### config.mk
export PLATFORM = sky130hd
export DESIGN_NAME = disk_request_elevator_queue_top
export DESIGN_NICKNAME = d
export VERILOG_FILES = /design/src/sv/dreq_pkg.sv /design/src/sv/dreq_free_scan.sv /design/src/sv/disk_request_elevator_queue_top.sv
export SDC_FILE = /design/constraint.sdc
export NUM_CORES = 2
export LEC_CHECK = 0
export BUFFER_PORTS_ARGS = -buffer_cell sky130_fd_sc_hd__buf_2
export CAP_MARGIN = 20
export CORE_MARGIN = 2
export CORE_UTILIZATION = 60
export DETAILED_ROUTE_END_ITERATION = 6
export PLACE_DENSITY = 0.76
export SETUP_SLACK_MARGIN = 0.1
export SLEW_MARGIN = 20
export SYNTH_ARGS = -nofsm -noshare
export SYNTH_HDL_FRONTEND = slang
export SYNTH_SLANG_ARGS = --single-unit
### constraint.sdc
create_clock -name clk_i -period 6.87 [get_ports clk_i]
set_input_delay 1.0305 -clock clk_i [delete_from_list [all_inputs] [get_ports clk_i]]
set_output_delay 1.0305 -clock clk_i [all_outputs]
set_load 0.02 [all_outputs]
### src/sv/dreq_pkg.sv
// shared types and constants for the disk request elevator queue
package dreq_pkg;

  // default sizes of the request pool and the number of disk units
  localparam int DREQ_DEPTH = 64;
  localparam int DREQ_UNITS = 2;

  // sectors on one track; a start sector at or above this is rejected
  localparam int SECTORS_PER_TRACK = 16;

  // number of pool entries checked per cycle by the free-entry search
  localparam int ScanGroup = 8;

  // reset value of the per-unit track count registers
  localparam logic [10:0] TRACKS_RESET = 11'd1024;

  // operation codes
  localparam logic OP_INSERT = 1'b0;
  localparam logic OP_POP    = 1'b1;

  // configuration register indexes
  localparam logic CFG_TRACKS_UNIT0 = 1'b0;
  localparam logic CFG_TRACKS_UNIT1 = 1'b1;

  // result status codes
  localparam logic [2:0] ST_INSERTED   = 3'd0;
  localparam logic [2:0] ST_BAD_TRACK  = 3'd1;
  localparam logic [2:0] ST_BAD_SECTOR = 3'd2;
  localparam logic [2:0] ST_FULL       = 3'd3;
  localparam logic [2:0] ST_POPPED     = 3'd4;
  localparam logic [2:0] ST_EMPTY      = 3'd5;

  // one stored request, 29 bits
  typedef struct packed {
    logic [9:0] track;
    logic [3:0] sector;
    logic [7:0] count;
    logic       is_write;
    logic [5:0] requester;
  } req_t;

endpackage

### src/sv/dreq_free_scan.sv
// lowest free pool entry within one group of the entry-used bits
module dreq_free_scan import dreq_pkg::*; #(
  parameter int DEPTH = DREQ_DEPTH,
  localparam int IdxW = $clog2(DEPTH),
  localparam int NGrp = (DEPTH + ScanGroup - 1) / ScanGroup,
  localparam int GrpW = (NGrp > 1) ? $clog2(NGrp) : 1
) (
  input  logic [DEPTH-1:0] used_i,
  input  logic [GrpW-1:0]  grp_i,
  output logic             hit_o,
  output logic [IdxW-1:0]  slot_o
);

  logic [NGrp*ScanGroup-1:0] used_pad;
  logic [ScanGroup-1:0]      grp_bits;
  logic [2:0]                pos;

  // entries past the pool count as used
  always_comb begin
    used_pad = '1;
    used_pad[DEPTH-1:0] = used_i;
  end

  assign grp_bits = used_pad[grp_i*ScanGroup +: ScanGroup];

  // priority pick of the lowest clear bit
  always_comb begin
    pos = '0;
    for (int i = ScanGroup - 1; i >= 0; i--) begin
      if (!grp_bits[i]) begin
        pos = 3'(i);
      end
    end
  end

  assign hit_o  = ~&grp_bits;
  assign slot_o = IdxW'({grp_i, pos});

endmodule

### src/sv/disk_request_elevator_queue_top.sv
// circular-scan disk request queue: pooled linked lists in two memories
//
// Usage: an operation word is taken at a clock edge with start high and busy
// low. op selects insert (link a request into the addressed unit's list in
// elevator order) or pop (return and remove the head request). Every
// operation gives exactly one result word on done_o for one cycle, with the
// status and, for a pop, the request fields; other statuses show zero fields.
// A rejected insert or an empty pop answers in the cycle after accept; a pop
// reads the head entry at accept and answers from the S_POP state. An insert
// searches the used bits eight entries a cycle and ends there for an empty
// list or a full pool; else it reads the head in S_WHEAD, walks the list one
// linked entry per cycle (past at most DEPTH-2 entries) through the memory
// read port, then writes the links in S_LINK and S_LINK2; the walk is the
// longest step. One operation is in work at a time; busy stays high until
// its result is out. Reset empties all lists and sets both track counts to
// 1024; the memories need no clearing. The receiver cannot stall, so results
// are never held. Track counts are written through the cfg port only while
// the block is idle: a rule for the user, which the block does not enforce.
module disk_request_elevator_queue_top import dreq_pkg::*; #(
  parameter int DEPTH = DREQ_DEPTH,
  parameter int UNITS = DREQ_UNITS
) (
  input  logic        clk_i,
  input  logic        rst_ni,
  input  logic        start,
  output logic        busy,
  input  logic        op_i,
  input  logic        disk_unit_i,
  input  logic [9:0]  req_track_i,
  input  logic [3:0]  req_sector_i,
  input  logic [7:0]  sector_count_i,
  input  logic        is_write_i,
  input  logic [5:0]  requester_i,
  input  logic        cfg_we_i,
  input  logic        cfg_idx_i,
  input  logic [10:0] cfg_wdata_i,
  output logic        done_o,
  output logic [2:0]  status_o,
  output logic [9:0]  out_track_o,
  output logic [3:0]  out_sector_o,
  output logic [7:0]  out_count_o,
  output logic        out_is_write_o,
  output logic [5:0]  out_requester_o
);

  localparam int IdxW  = $clog2(DEPTH);
  localparam int LenW  = $clog2(DEPTH + 1);
  localparam int NGrp  = (DEPTH + ScanGroup - 1) / ScanGroup;
  localparam int GrpW  = (NGrp > 1) ? $clog2(NGrp) : 1;
  localparam int UnitW = (UNITS > 1) ? $clog2(UNITS) : 1;

  localparam logic [2:0] S_IDLE  = 3'd0;
  localparam logic [2:0] S_SCAN  = 3'd1;
  localparam logic [2:0] S_POP   = 3'd2;
  localparam logic [2:0] S_WHEAD = 3'd3;
  localparam logic [2:0] S_WALK  = 3'd4;
  localparam logic [2:0] S_LINK  = 3'd5;
  localparam logic [2:0] S_LINK2 = 3'd6;

  // control state
  logic [2:0]      state_q, state_d;
  logic [IdxW-1:0] head_q [UNITS];
  logic [IdxW-1:0] head_d [UNITS];
  logic [LenW-1:0] len_q [UNITS];
  logic [LenW-1:0] len_d [UNITS];
  logic [DEPTH-1:0] used_q, used_d;
  logic [10:0]     tracks0_q, tracks0_d, tracks1_q, tracks1_d;
  logic            done_q, done_d;

  // operation in work
  logic [UnitW-1:0] unit_q, unit_d;
  req_t             req_q, req_d;
  logic [IdxW-1:0]  slot_q, slot_d;
  logic [GrpW-1:0]  grp_q, grp_d;
  logic [IdxW-1:0]  a_q, a_d;
  logic [9:0]       trk_a_q, trk_a_d;
  logic [IdxW-1:0]  nxt_a_q, nxt_a_d;
  logic [LenW-1:0]  pos_q, pos_d;
  logic             fwd_q, fwd_d, ph2_q, ph2_d, has_next_q, has_next_d;

  // result word
  logic [2:0] status_q, status_d;
  req_t       out_q, out_d;

  // memories and their ports
  req_t            ent_mem [DEPTH];
  logic [IdxW-1:0] lnk_mem [DEPTH];
  logic [IdxW-1:0] rd_addr;
  req_t            rd_ent_q;
  logic [IdxW-1:0] rd_lnk_q;
  logic            ent_we, lnk_we;
  logic [IdxW-1:0] ent_waddr, lnk_waddr, lnk_wdata;

  // decode of the incoming word
  logic             unit_ok;
  logic [UnitW-1:0] unit_in;
  logic [10:0]      trk_limit;
  logic             bad_track, bad_sector;

  // free-entry search
  logic            scan_hit;
  logic [IdxW-1:0] scan_slot;

  // walk step
  logic [LenW:0] len_ext, pos_p2;
  logic [9:0]    trk_b;
  logic          c_fwd, c_asc, c_tail, cont;

  assign unit_ok    = 32'(disk_unit_i) < UNITS;
  assign unit_in    = unit_ok ? UnitW'(disk_unit_i) : '0;
  assign trk_limit  = disk_unit_i ? tracks1_q : tracks0_q;
  assign bad_track  = !unit_ok || ({1'b0, req_track_i} >= trk_limit);
  assign bad_sector = 32'(req_sector_i) >= SECTORS_PER_TRACK;

  assign len_ext = (LenW+1)'(len_q[unit_q]);
  assign pos_p2  = (LenW+1)'(pos_q) + (LenW+1)'(2);
  assign trk_b   = rd_ent_q.track;
  assign c_fwd   = (trk_b < req_q.track) && (trk_b > trk_a_q);
  assign c_asc   = trk_a_q <= trk_b;
  assign c_tail  = trk_b <= req_q.track;
  assign cont    = fwd_q ? c_fwd : (ph2_q ? c_tail : (c_asc || c_tail));

  assign busy = state_q != S_IDLE;

  dreq_free_scan #(
    .DEPTH (DEPTH)
  ) u_free_scan (
    .used_i (used_q),
    .grp_i  (grp_q),
    .hit_o  (scan_hit),
    .slot_o (scan_slot)
  );

  // sequencer
  always_comb begin
    state_d    = state_q;
    head_d     = head_q;
    len_d      = len_q;
    used_d     = used_q;
    tracks0_d  = tracks0_q;
    tracks1_d  = tracks1_q;
    unit_d     = unit_q;
    req_d      = req_q;
    slot_d     = slot_q;
    grp_d      = grp_q;
    a_d        = a_q;
    trk_a_d    = trk_a_q;
    nxt_a_d    = nxt_a_q;
    pos_d      = pos_q;
    fwd_d      = fwd_q;
    ph2_d      = ph2_q;
    has_next_d = has_next_q;
    done_d     = 1'b0;
    status_d   = status_q;
    out_d      = out_q;
    rd_addr    = head_q[unit_in];
    ent_we     = 1'b0;
    ent_waddr  = slot_q;
    lnk_we     = 1'b0;
    lnk_waddr  = slot_q;
    lnk_wdata  = '0;

    // configuration writes
    if (cfg_we_i) begin
      case (cfg_idx_i)
        CFG_TRACKS_UNIT0: tracks0_d = cfg_wdata_i;
        CFG_TRACKS_UNIT1: tracks1_d = cfg_wdata_i;
        default: ;
      endcase
    end

    case (state_q)
      S_IDLE: begin
        if (start) begin
          unit_d = unit_in;
          req_d  = '{track: req_track_i, sector: req_sector_i, count: sector_count_i,
                     is_write: is_write_i, requester: requester_i};
          grp_d  = '0;
          out_d  = '0;
          if (op_i == OP_POP) begin
            if (!unit_ok || len_q[unit_in] == '0) begin
              done_d   = 1'b1;
              status_d = ST_EMPTY;
            end else begin
              state_d = S_POP;
            end
          end else if (bad_track) begin
            done_d   = 1'b1;
            status_d = ST_BAD_TRACK;
          end else if (bad_sector) begin
            done_d   = 1'b1;
            status_d = ST_BAD_SECTOR;
          end else begin
            state_d = S_SCAN;
          end
        end
      end

      // look for the lowest free entry, one group a cycle
      S_SCAN: begin
        rd_addr = head_q[unit_q];
        if (scan_hit) begin
          slot_d = scan_slot;
          if (len_q[unit_q] == '0) begin
            ent_we           = 1'b1;
            ent_waddr        = scan_slot;
            head_d[unit_q]   = scan_slot;
            used_d[scan_slot] = 1'b1;
            len_d[unit_q]    = LenW'(1);
            done_d           = 1'b1;
            status_d         = ST_INSERTED;
            state_d          = S_IDLE;
          end else begin
            state_d = S_WHEAD;
          end
        end else if (grp_q == GrpW'(NGrp - 1)) begin
          done_d   = 1'b1;
          status_d = ST_FULL;
          state_d  = S_IDLE;
        end else begin
          grp_d = grp_q + GrpW'(1);
        end
      end

      // head entry and its link are on the read port
      S_POP: begin
        done_d                = 1'b1;
        status_d              = ST_POPPED;
        out_d                 = rd_ent_q;
        used_d[head_q[unit_q]] = 1'b0;
        len_d[unit_q]         = len_q[unit_q] - LenW'(1);
        head_d[unit_q]        = (len_q[unit_q] > LenW'(1)) ? rd_lnk_q : '0;
        state_d               = S_IDLE;
      end

      // head is the first walk position; fetch its successor
      S_WHEAD: begin
        rd_addr = rd_lnk_q;
        a_d     = head_q[unit_q];
        trk_a_d = rd_ent_q.track;
        nxt_a_d = rd_lnk_q;
        pos_d   = '0;
        fwd_d   = req_q.track > rd_ent_q.track;
        ph2_d   = 1'b0;
        if (len_ext > (LenW+1)'(1)) begin
          state_d = S_WALK;
        end else begin
          has_next_d = 1'b0;
          state_d    = S_LINK;
        end
      end

      // successor is on the read port; step or stop
      S_WALK: begin
        rd_addr = rd_lnk_q;
        if (cont) begin
          a_d     = nxt_a_q;
          trk_a_d = trk_b;
          nxt_a_d = rd_lnk_q;
          pos_d   = pos_q + LenW'(1);
          ph2_d   = ph2_q || (!fwd_q && !c_asc);
          if (pos_p2 < len_ext) begin
            state_d = S_WALK;
          end else begin
            has_next_d = 1'b0;
            state_d    = S_LINK;
          end
        end else begin
          has_next_d = 1'b1;
          state_d    = S_LINK;
        end
      end

      // write the new entry and its link
      S_LINK: begin
        ent_we    = 1'b1;
        lnk_we    = 1'b1;
        lnk_waddr = slot_q;
        lnk_wdata = has_next_q ? nxt_a_q : '0;
        state_d   = S_LINK2;
      end

      // hook the new entry behind the stop position
      S_LINK2: begin
        lnk_we         = 1'b1;
        lnk_waddr      = a_q;
        lnk_wdata      = slot_q;
        used_d[slot_q] = 1'b1;
        len_d[unit_q]  = len_q[unit_q] + LenW'(1);
        done_d         = 1'b1;
        status_d       = ST_INSERTED;
        state_d        = S_IDLE;
      end

      default: begin
        state_d = S_IDLE;
      end
    endcase
  end

  // request and link memories
  always_ff @(posedge clk_i) begin
    if (ent_we) begin
      ent_mem[ent_waddr] <= req_q;
    end
    if (lnk_we) begin
      lnk_mem[lnk_waddr] <= lnk_wdata;
    end
    rd_ent_q <= ent_mem[rd_addr];
    rd_lnk_q <= lnk_mem[rd_addr];
  end

  // control registers
  always_ff @(posedge clk_i or negedge rst_ni) begin
    if (!rst_ni) begin
      state_q   <= S_IDLE;
      used_q    <= '0;
      tracks0_q <= TRACKS_RESET;
      tracks1_q <= TRACKS_RESET;
      done_q    <= 1'b0;
      for (int u = 0; u < UNITS; u++) begin
        head_q[u] <= '0;
        len_q[u]  <= '0;
      end
    end else begin
      state_q   <= state_d;
      used_q    <= used_d;
      tracks0_q <= tracks0_d;
      tracks1_q <= tracks1_d;
      done_q    <= done_d;
      head_q    <= head_d;
      len_q     <= len_d;
    end
  end

  // working and result payload
  always_ff @(posedge clk_i) begin
    unit_q     <= unit_d;
    req_q      <= req_d;
    slot_q     <= slot_d;
    grp_q      <= grp_d;
    a_q        <= a_d;
    trk_a_q    <= trk_a_d;
    nxt_a_q    <= nxt_a_d;
    pos_q      <= pos_d;
    fwd_q      <= fwd_d;
    ph2_q      <= ph2_d;
    has_next_q <= has_next_d;
    status_q   <= status_d;
    out_q      <= out_d;
  end

  assign done_o          = done_q;
  assign status_o        = status_q;
  assign out_track_o     = out_q.track;
  assign out_sector_o    = out_q.sector;
  assign out_count_o     = out_q.count;
  assign out_is_write_o  = out_q.is_write;
  assign out_requester_o = out_q.requester;

endmodule

Word level (Yosys, flattened, before mapping)
Memory sizes are Yosys's and may differ from the RTL's. A register that Yosys moved wholly into a read port is not among the register bits. Index checks and enable logic that the tools add are counted.

ROM bits: 0. Output and inout bits: 34. Register bits after elaboration: 219. Latch bits: 0. Memories: 2. Logic and storage cells: 232. Input port bits: 47. Memory bits (writable): 2240.

Reduce and logical (&&, ||, !) cells: 36. Add/subtract/negate cells: 5. $mul: 0. $lt $le $gt $ge: 18. Multiplexer cells: 108. Bitwise operators: 11. Shift-type cells: 1. Divide/modulo/power cells: 0. Equality and inequality tests: 21.

Memories: ent_mem (words 64, width 29, read ports 1, clocked after memory_dff 1, write ports 1, RTL line disk_request_elevator_queue_top.sv:86) `req_t ent_mem [DEPTH];`; lnk_mem (words 64, width 6, read ports 1, clocked after memory_dff 1, write ports 1, RTL line disk_request_elevator_queue_top.sv:87) `logic [IdxW-1:0] lnk_mem [DEPTH];`.

Operators with widths (count): $pmux W64 S3 (1); $mux W64 (2); $or A64 B64 Y64 (2); $mux W6 (15); $mux W3 (25); $and A64 B64 Y64 (1); $not A64 Y64 (1); $shiftx A64 B7 Y8 (1); $pmux W29 S2 (1); $mux W7 (8); $pmux W6 S2 (4); $pmux W14 S3 (1); $mux W29 (1); $bwmux W14 (2); $mux W14 (2); $bwmux W12 (2); $mux W1 (24); $mux W12 (2); $pmux W12 S2 (1); $lt A6 B7 Y1 const B (3); $gt A10 B10 Y1 (2); $le A10 B10 Y1 (2); $pmux W10 S2 (1); $demux W1 S6 (3); 48 further kinds (93).

Longest topological paths before layout
Word-level depth: 17. Depth in mapped cells: 14. Mapped depth without buffers: 10.

Cells and area by module
From an unflattened synthesis, not the netlist that was laid out.

Cell total of the unflattened synthesis: 7731. Area, all modules: 102140.5 um^2.

Modules (own cells, without submodules): disk_request_elevator_queue_top (seq. area each 73963.4 um^2, times used 1, cells an instance 7660, area each 101323.4 um^2); dreq_free_scan (seq. area each 0.0 um^2, times used 1, cells an instance 71, area each 817.0 um^2).

Least setup slack after synthesis
No wires, ideal clock.

Path type: register to register. Start point: reg grp_q[0]. End point: mem ent_mem[20][0] (netlist bit), enable pin. Stages on the path, launching flop included: 13. Path slack: 2613 ps. Arrival: 3842 ps. Period minus slack after synthesis: 4257 ps. Data required time: 6455 ps. Path buffers: 4. Library setup time: 415 ps. Path through: edfxtp_1 buf_4 buf_6 and3_1 o21a_1 o211a_1 o2bb2ai_1 o21ai_1 buf_2 or3_1 clkbuf_1 a21boi_2 nor2_1.

Cells in the longest elaborated chain, start to end: 12. Elaborated cells on any way between the ends: 17. Classes of those cells: shift (1); mux (15); reduce/logical (1).

Ends and longest elaborated chain: start: declaration (RTL line disk_request_elevator_queue_top.sv:74) `logic [GrpW-1:0] grp_q, grp_d;`; start signal: assignment (RTL line disk_request_elevator_queue_top.sv:341) `grp_q <= grp_d;`; $shiftx A64 B7 Y8 (RTL line dreq_free_scan.sv:24) `assign grp_bits = used_pad[grp_i*ScanGroup +: ScanGroup];`; $mux W3 (8 in series) (RTL line dreq_free_scan.sv:30) `if (!grp_bits[i]) begin`; $mux W6 (RTL line disk_request_elevator_queue_top.sv:204) `if (len_q[unit_q] == '0) begin`; $mux W6 (RTL line disk_request_elevator_queue_top.sv:202) `if (scan_hit) begin`; $mux W6 (RTL line disk_request_elevator_queue_top.sv:172) `case (state_q)`; end: declaration (RTL line disk_request_elevator_queue_top.sv:86).

Several ways; a longest one is shown, not always the timed one.

Final worst setup path
Start point: reg grp_q[2]. End point: mem ent_mem[30][3] (netlist bit), enable pin.

The elaborated chain is that of the path after synthesis.

==> results.rst <==
.. list-table::
   :header-rows: 1

   * - Metric
     - Value
   * - Fraction of the core area covered by cells at the end of the flow
     - 0.670
   * - Die W
     - a little over 400 µm
   * - Top cells by area in the synthesized netlist
     - sky130_fd_sc_hd__edfxtp_1 (70%), sky130_fd_sc_hd__mux2i_1 (6.6%), sky130_fd_sc_hd__mux2_2 (3.4%)
   * - Source-to-sink clock delay at the later pin of the worst-skew pair
     - 0.89 ns
   * - Growth of design area from synthesis to finish
     - 11.1%
   * - Worst Setup Slack post-DPL
     - roughly 1.3 ns
   * - Final cycle utilization of the critical path
     - 0.825
   * - Drt pass-1 iters
     - 7
   * - Ratio of total power to cell area
     - between 400 and 500 nW/µm²
   * - Maximum ir drop on the vdd rail
     - 740 µV
   * - Post-DR wirelength/cell
     - slightly below 30 µm
   * - TritonCTS clock tree
     - done
   * - Summed negative setup slack over all endpoints
     - 0 ns
   * - Post-CTS Hold Buffers
     - 0
   * - Number of levels the H-tree was split into
     - 4
   * - Worst stage delay on the critical path
     - between 1 and 1.5 ns
   * - Outcome
     - completed
   * - Flip-flop and latch count after synthesis
     - around 2500
   * - Share of layout cells above drive strength 1
     - 0.150
   * - Share of Yosys cell area claimed by the top area cell type
     - 0.698
   * - Area taken by flip-flops and latches
     - about 74000 µm²
   * - Die height
     - approximately 410 µm
   * - Cells after synthesis
     - roughly 6500
   * - Count of boundary I/O pins
     - 81
   * - Floorplan die area
     - 171000 µm²
   * - Nets
     - between 6000 and 7000
   * - Global-route wire length before repair
     - 383000 µm
   * - Critical Path, Cell by Cell
     - and2_1, a22oi_1, a211oi_1, o22ai_1, o21ai_1, buf_4, or4_1, a21boi_4, nor2_4
   * - Post-route clock skew
     - ~0.058 ns
   * - Number of placement rows
     - 150
   * - Unrepaired setup endpoints after global routing
     - false
   * - Yosys warnings
     - 0
   * - Number of sinks driven by the clock tree
     - 2494
   * - Post-synthesis async set-or-reset flop share
     - 0.0465
   * - Crit-path slowest cell
     - sky130_fd_sc_hd__edfxtp_1
   * - Reg2reg setup slack
     - 1.20 ns
   * - DRC violation total after the first TritonRoute iteration
     - roughly 8400
   * - Number of placed instances with taps included
     - 8473
   * - Starting density of the core
     - 0.603
   * - Number of flops mapped to enable cells by yosys
     - approximately 2300
   * - Main flop type after synthesis
     - sky130_fd_sc_hd__edfxtp_1
   * - Critical path arrival
     - ~6.1 ns
   * - GRT Resource Usage Total
     - 0.306
   * - DRC Markers
     - 0
   * - Relative slew margins
     - 0.185
   * - Syn Area/Cell
     - approximately 16 µm²
   * - Footprint of the multi-input gates
     - 25500 µm²
   * - Total overflow reported by the global router
     - 0
   * - Post-Syn Area
     - about 100000 µm²
   * - TritonCTS Buffers
     - 232
   * - Class of the tightest hold or removal check
     - input pin to asynchronous set/reset pin
   * - Buffer type at the clock tree root
     - sky130_fd_sc_hd__clkbuf_16
   * - Distinct cell type count after synthesis
     - 82
   * - Most common library cell in the layout ignoring fill and taps
     - sky130_fd_sc_hd__edfxtp_1
   * - Synthesized net count
     - about 6600
   * - FF-to-FF path depth
     - 9
   * - Number of hold violations in the final report
     - 0
   * - Static Leakage
     - approximately 39 nW
   * - Number of max-slew violations in the final report
     - 0
   * - Total number of vias
     - about 60000
   * - Final Worst Setup Slack
     - approximately 1.2 ns
   * - Max FO, Critical Path
     - 29
   * - Sequential fraction of the synthesis area
     - 0.734
   * - Number of port buffers
     - 80
   * - Number of standard cells in the layout, taps in and fillers out
     - around 8900
   * - Ratio of routed vias to standard cells
     - roughly 6.7
   * - Actual slew at the worst max-slew pin
     - about 1.2 ns
   * - Most frequent cells in the layout
     - sky130_fd_sc_hd__edfxtp_1 (2343), sky130_fd_sc_hd__mux2i_1 (664), sky130_fd_sc_hd__nand2_1 (485)
   * - Post-CTS Resized
     - 0
   * - Setup violators final
     - 0
   * - Tmin final
     - 5.67 ns
   * - Achievable clock frequency
     - between 150 and 200 MHz
   * - Category of cells accounting for the largest share of critical-path delay
     - compound AO/OA/AOI/OAI gates
   * - CP endpoint kind
     - register
   * - CP required
     - approximately 7.3 ns
   * - Post-synthesis cell type with the largest combined area
     - sky130_fd_sc_hd__edfxtp_1
   * - Number of global-route vias before repair
     - 58000
   * - Clock tree buffer depth
     - 3
   * - Post-route antenna net violation count
     - 0
   * - Worst reg2reg endpoint
     - ent_mem[30][3]
   * - Maximum number of pins on one net before global-route repair
     - 179
   * - Worst reg2reg path startpoint
     - grp_q[2]
   * - Placer's final routability congestion estimate
     - roughly 0.95
   * - Hpwl dp
     - 156000 µm
   * - Maxcap violations
     - 0
   * - Post-CTS setup buffer count
     - 0
   * - Worst Setup Start Kind
     - register
   * - Number of filler instances in the final layout
     - 11000
   * - Core area
     - 167000 µm²
   * - Clk pin slew, worst setup/hold paths
     - 0.06 ns
   * - Combined buffer and inverter count along the critical path
     - 1
   * - Worst setup path class
     - register to register
   * - Initial antenna violation count
     - 9
   * - Final routed wirelength across all metal layers
     - between 200000 and 300000 µm
cell families (layout without fill, tap and decap cells):
| kind of cell | count (synthesis) | after routing | synth area share |
|---|---|---|---|
| flops | 2494 | 2494 | 0.734 |
| buf+inv | 447 | 692 | 0.0200 |
| other cells | 0 | 3 | 0 |
| compound gates | 983 | 983 | 0.0647 |
| simple gates | 1499 | 1499 | 0.0716 |
| fa+ha+maj | 45 | 45 | 0.00559 |
| mux | 982 | 982 | 0.103 |
| xor+xnor | 12 | 12 | 0.00104 |
sequential cells by signal (all words and copies together) (netlist names), 11 cells and up:
| name | count |
|---|---|
| ent_mem | 1856 |
| lnk_mem | 384 |
| used_q | 64 |
| req_q | 29 |
| rd_ent_q | 19 |
| len_q | 14 |
| head_q | 12 |
| tracks0_q | 11 |
| tracks1_q | 11 |
layout make-up:
cell class	instances	share of cell area
Inverter	31	0.00104
Clock buffer	300	0.0556
Multi-Input combinational cell	3521	0.227
Sequential cell	2494	0.661
Antenna cell	3	0.0000671
Clock inverter	130	0.0118
Timing Repair Buffer	231	0.0185
Tap cell	2204	0.0246
worst reg2reg max path: cells and delay by family, from the launching register on:
kind,cells,cell delay [ns]
AOI/OAI and AO/OA,5,2.48
buffers and inverters,1,0.32
and+or+nand+nor,3,1.31
DFF,1,1.12
stage by stage:
step	total power [mW]	hold WS, ns	instance area, µm²
CTS	53.6	0.120	112000
floorplan	33.6	0.408	101000
global route	55.8	0.171	112000
detailed placement	41.0	0.469	104000
global placement	40.5	0.463	104000
finish	54.1	0.150	112000
cell usage after synthesis (6+ instances only):
library cell                  n
sky130_fd_sc_hd__nand2_1    490
sky130_fd_sc_hd__mux2_2     304
sky130_fd_sc_hd__a22oi_1      6
sky130_fd_sc_hd__a21oi_1    125
sky130_fd_sc_hd__buf_1       37
sky130_fd_sc_hd__a31oi_1    314
sky130_fd_sc_hd__nor2b_1     18
sky130_fd_sc_hd__a32oi_1     37
sky130_fd_sc_hd__o22ai_1    141
sky130_fd_sc_hd__mux2i_1    664
sky130_fd_sc_hd__mux4_2      12
sky130_fd_sc_hd__nor3_1      11
sky130_fd_sc_hd__dfrtp_1    114
sky130_fd_sc_hd__nor4_1      71
sky130_fd_sc_hd__a21o_1      17
sky130_fd_sc_hd__inv_1       30
sky130_fd_sc_hd__and2_1      29
sky130_fd_sc_hd__clkbuf_1   220
sky130_fd_sc_hd__buf_4       11
sky130_fd_sc_hd__buf_2      130
sky130_fd_sc_hd__nor2_1     202
sky130_fd_sc_hd__o221ai_1    57
sky130_fd_sc_hd__nand2b_1    18
sky130_fd_sc_hd__o22a_1       7
sky130_fd_sc_hd__dfxtp_1     35
sky130_fd_sc_hd__buf_6       17
sky130_fd_sc_hd__nand4_1     55
sky130_fd_sc_hd__ha_1        45
sky130_fd_sc_hd__edfxtp_1  2343
sky130_fd_sc_hd__a22o_1      10
sky130_fd_sc_hd__xor2_1       7
sky130_fd_sc_hd__nand3_1    376
sky130_fd_sc_hd__or3_1        7
sky130_fd_sc_hd__or2_2        6
sky130_fd_sc_hd__o21ai_0    125
sky130_fd_sc_hd__and3_1     186
sky130_fd_sc_hd__a221oi_1    77
sky130_fd_sc_hd__nand3b_1     6
worst max path at each step:
stage,startpoint,end,slack [ns],cells past startpoint
3_5_place_dp,disk_unit_i,trk_b[4],1.27,12
2_1_floorplan,grp_q[0],ent_mem[20][0],2.61,12
3_3_place_gp,disk_unit_i,trk_b[5],1.32,10
5_1_grt,grp_q[2],ent_mem[30][3],1.14,9
6_report,grp_q[2],ent_mem[30][3],1.20,9
4_1_cts,grp_q[2],ent_mem[30][3],1.43,9
metal layers:
layer | global-route usage | vias to the layer above | share of wire
met3 | 0.0730 | 580 | 0.11
met2 | 0.463 | 3550 | 0.46
met5 | 0 | - | 0.00015
met4 | 0.124 | 6 | 0.041
met1 | 0.433 | 30300 | 0.39
li1 | - | 25600 | -
where the power goes:
group | internal, mW | total (mW) | switching [mW]
logic | 7.72 | 22.8 | 15.1
registers | 17.9 | 18.5 | 0.559
clock network | 7.15 | 12.7 | 5.58
(Power assumes the default switching activity.)
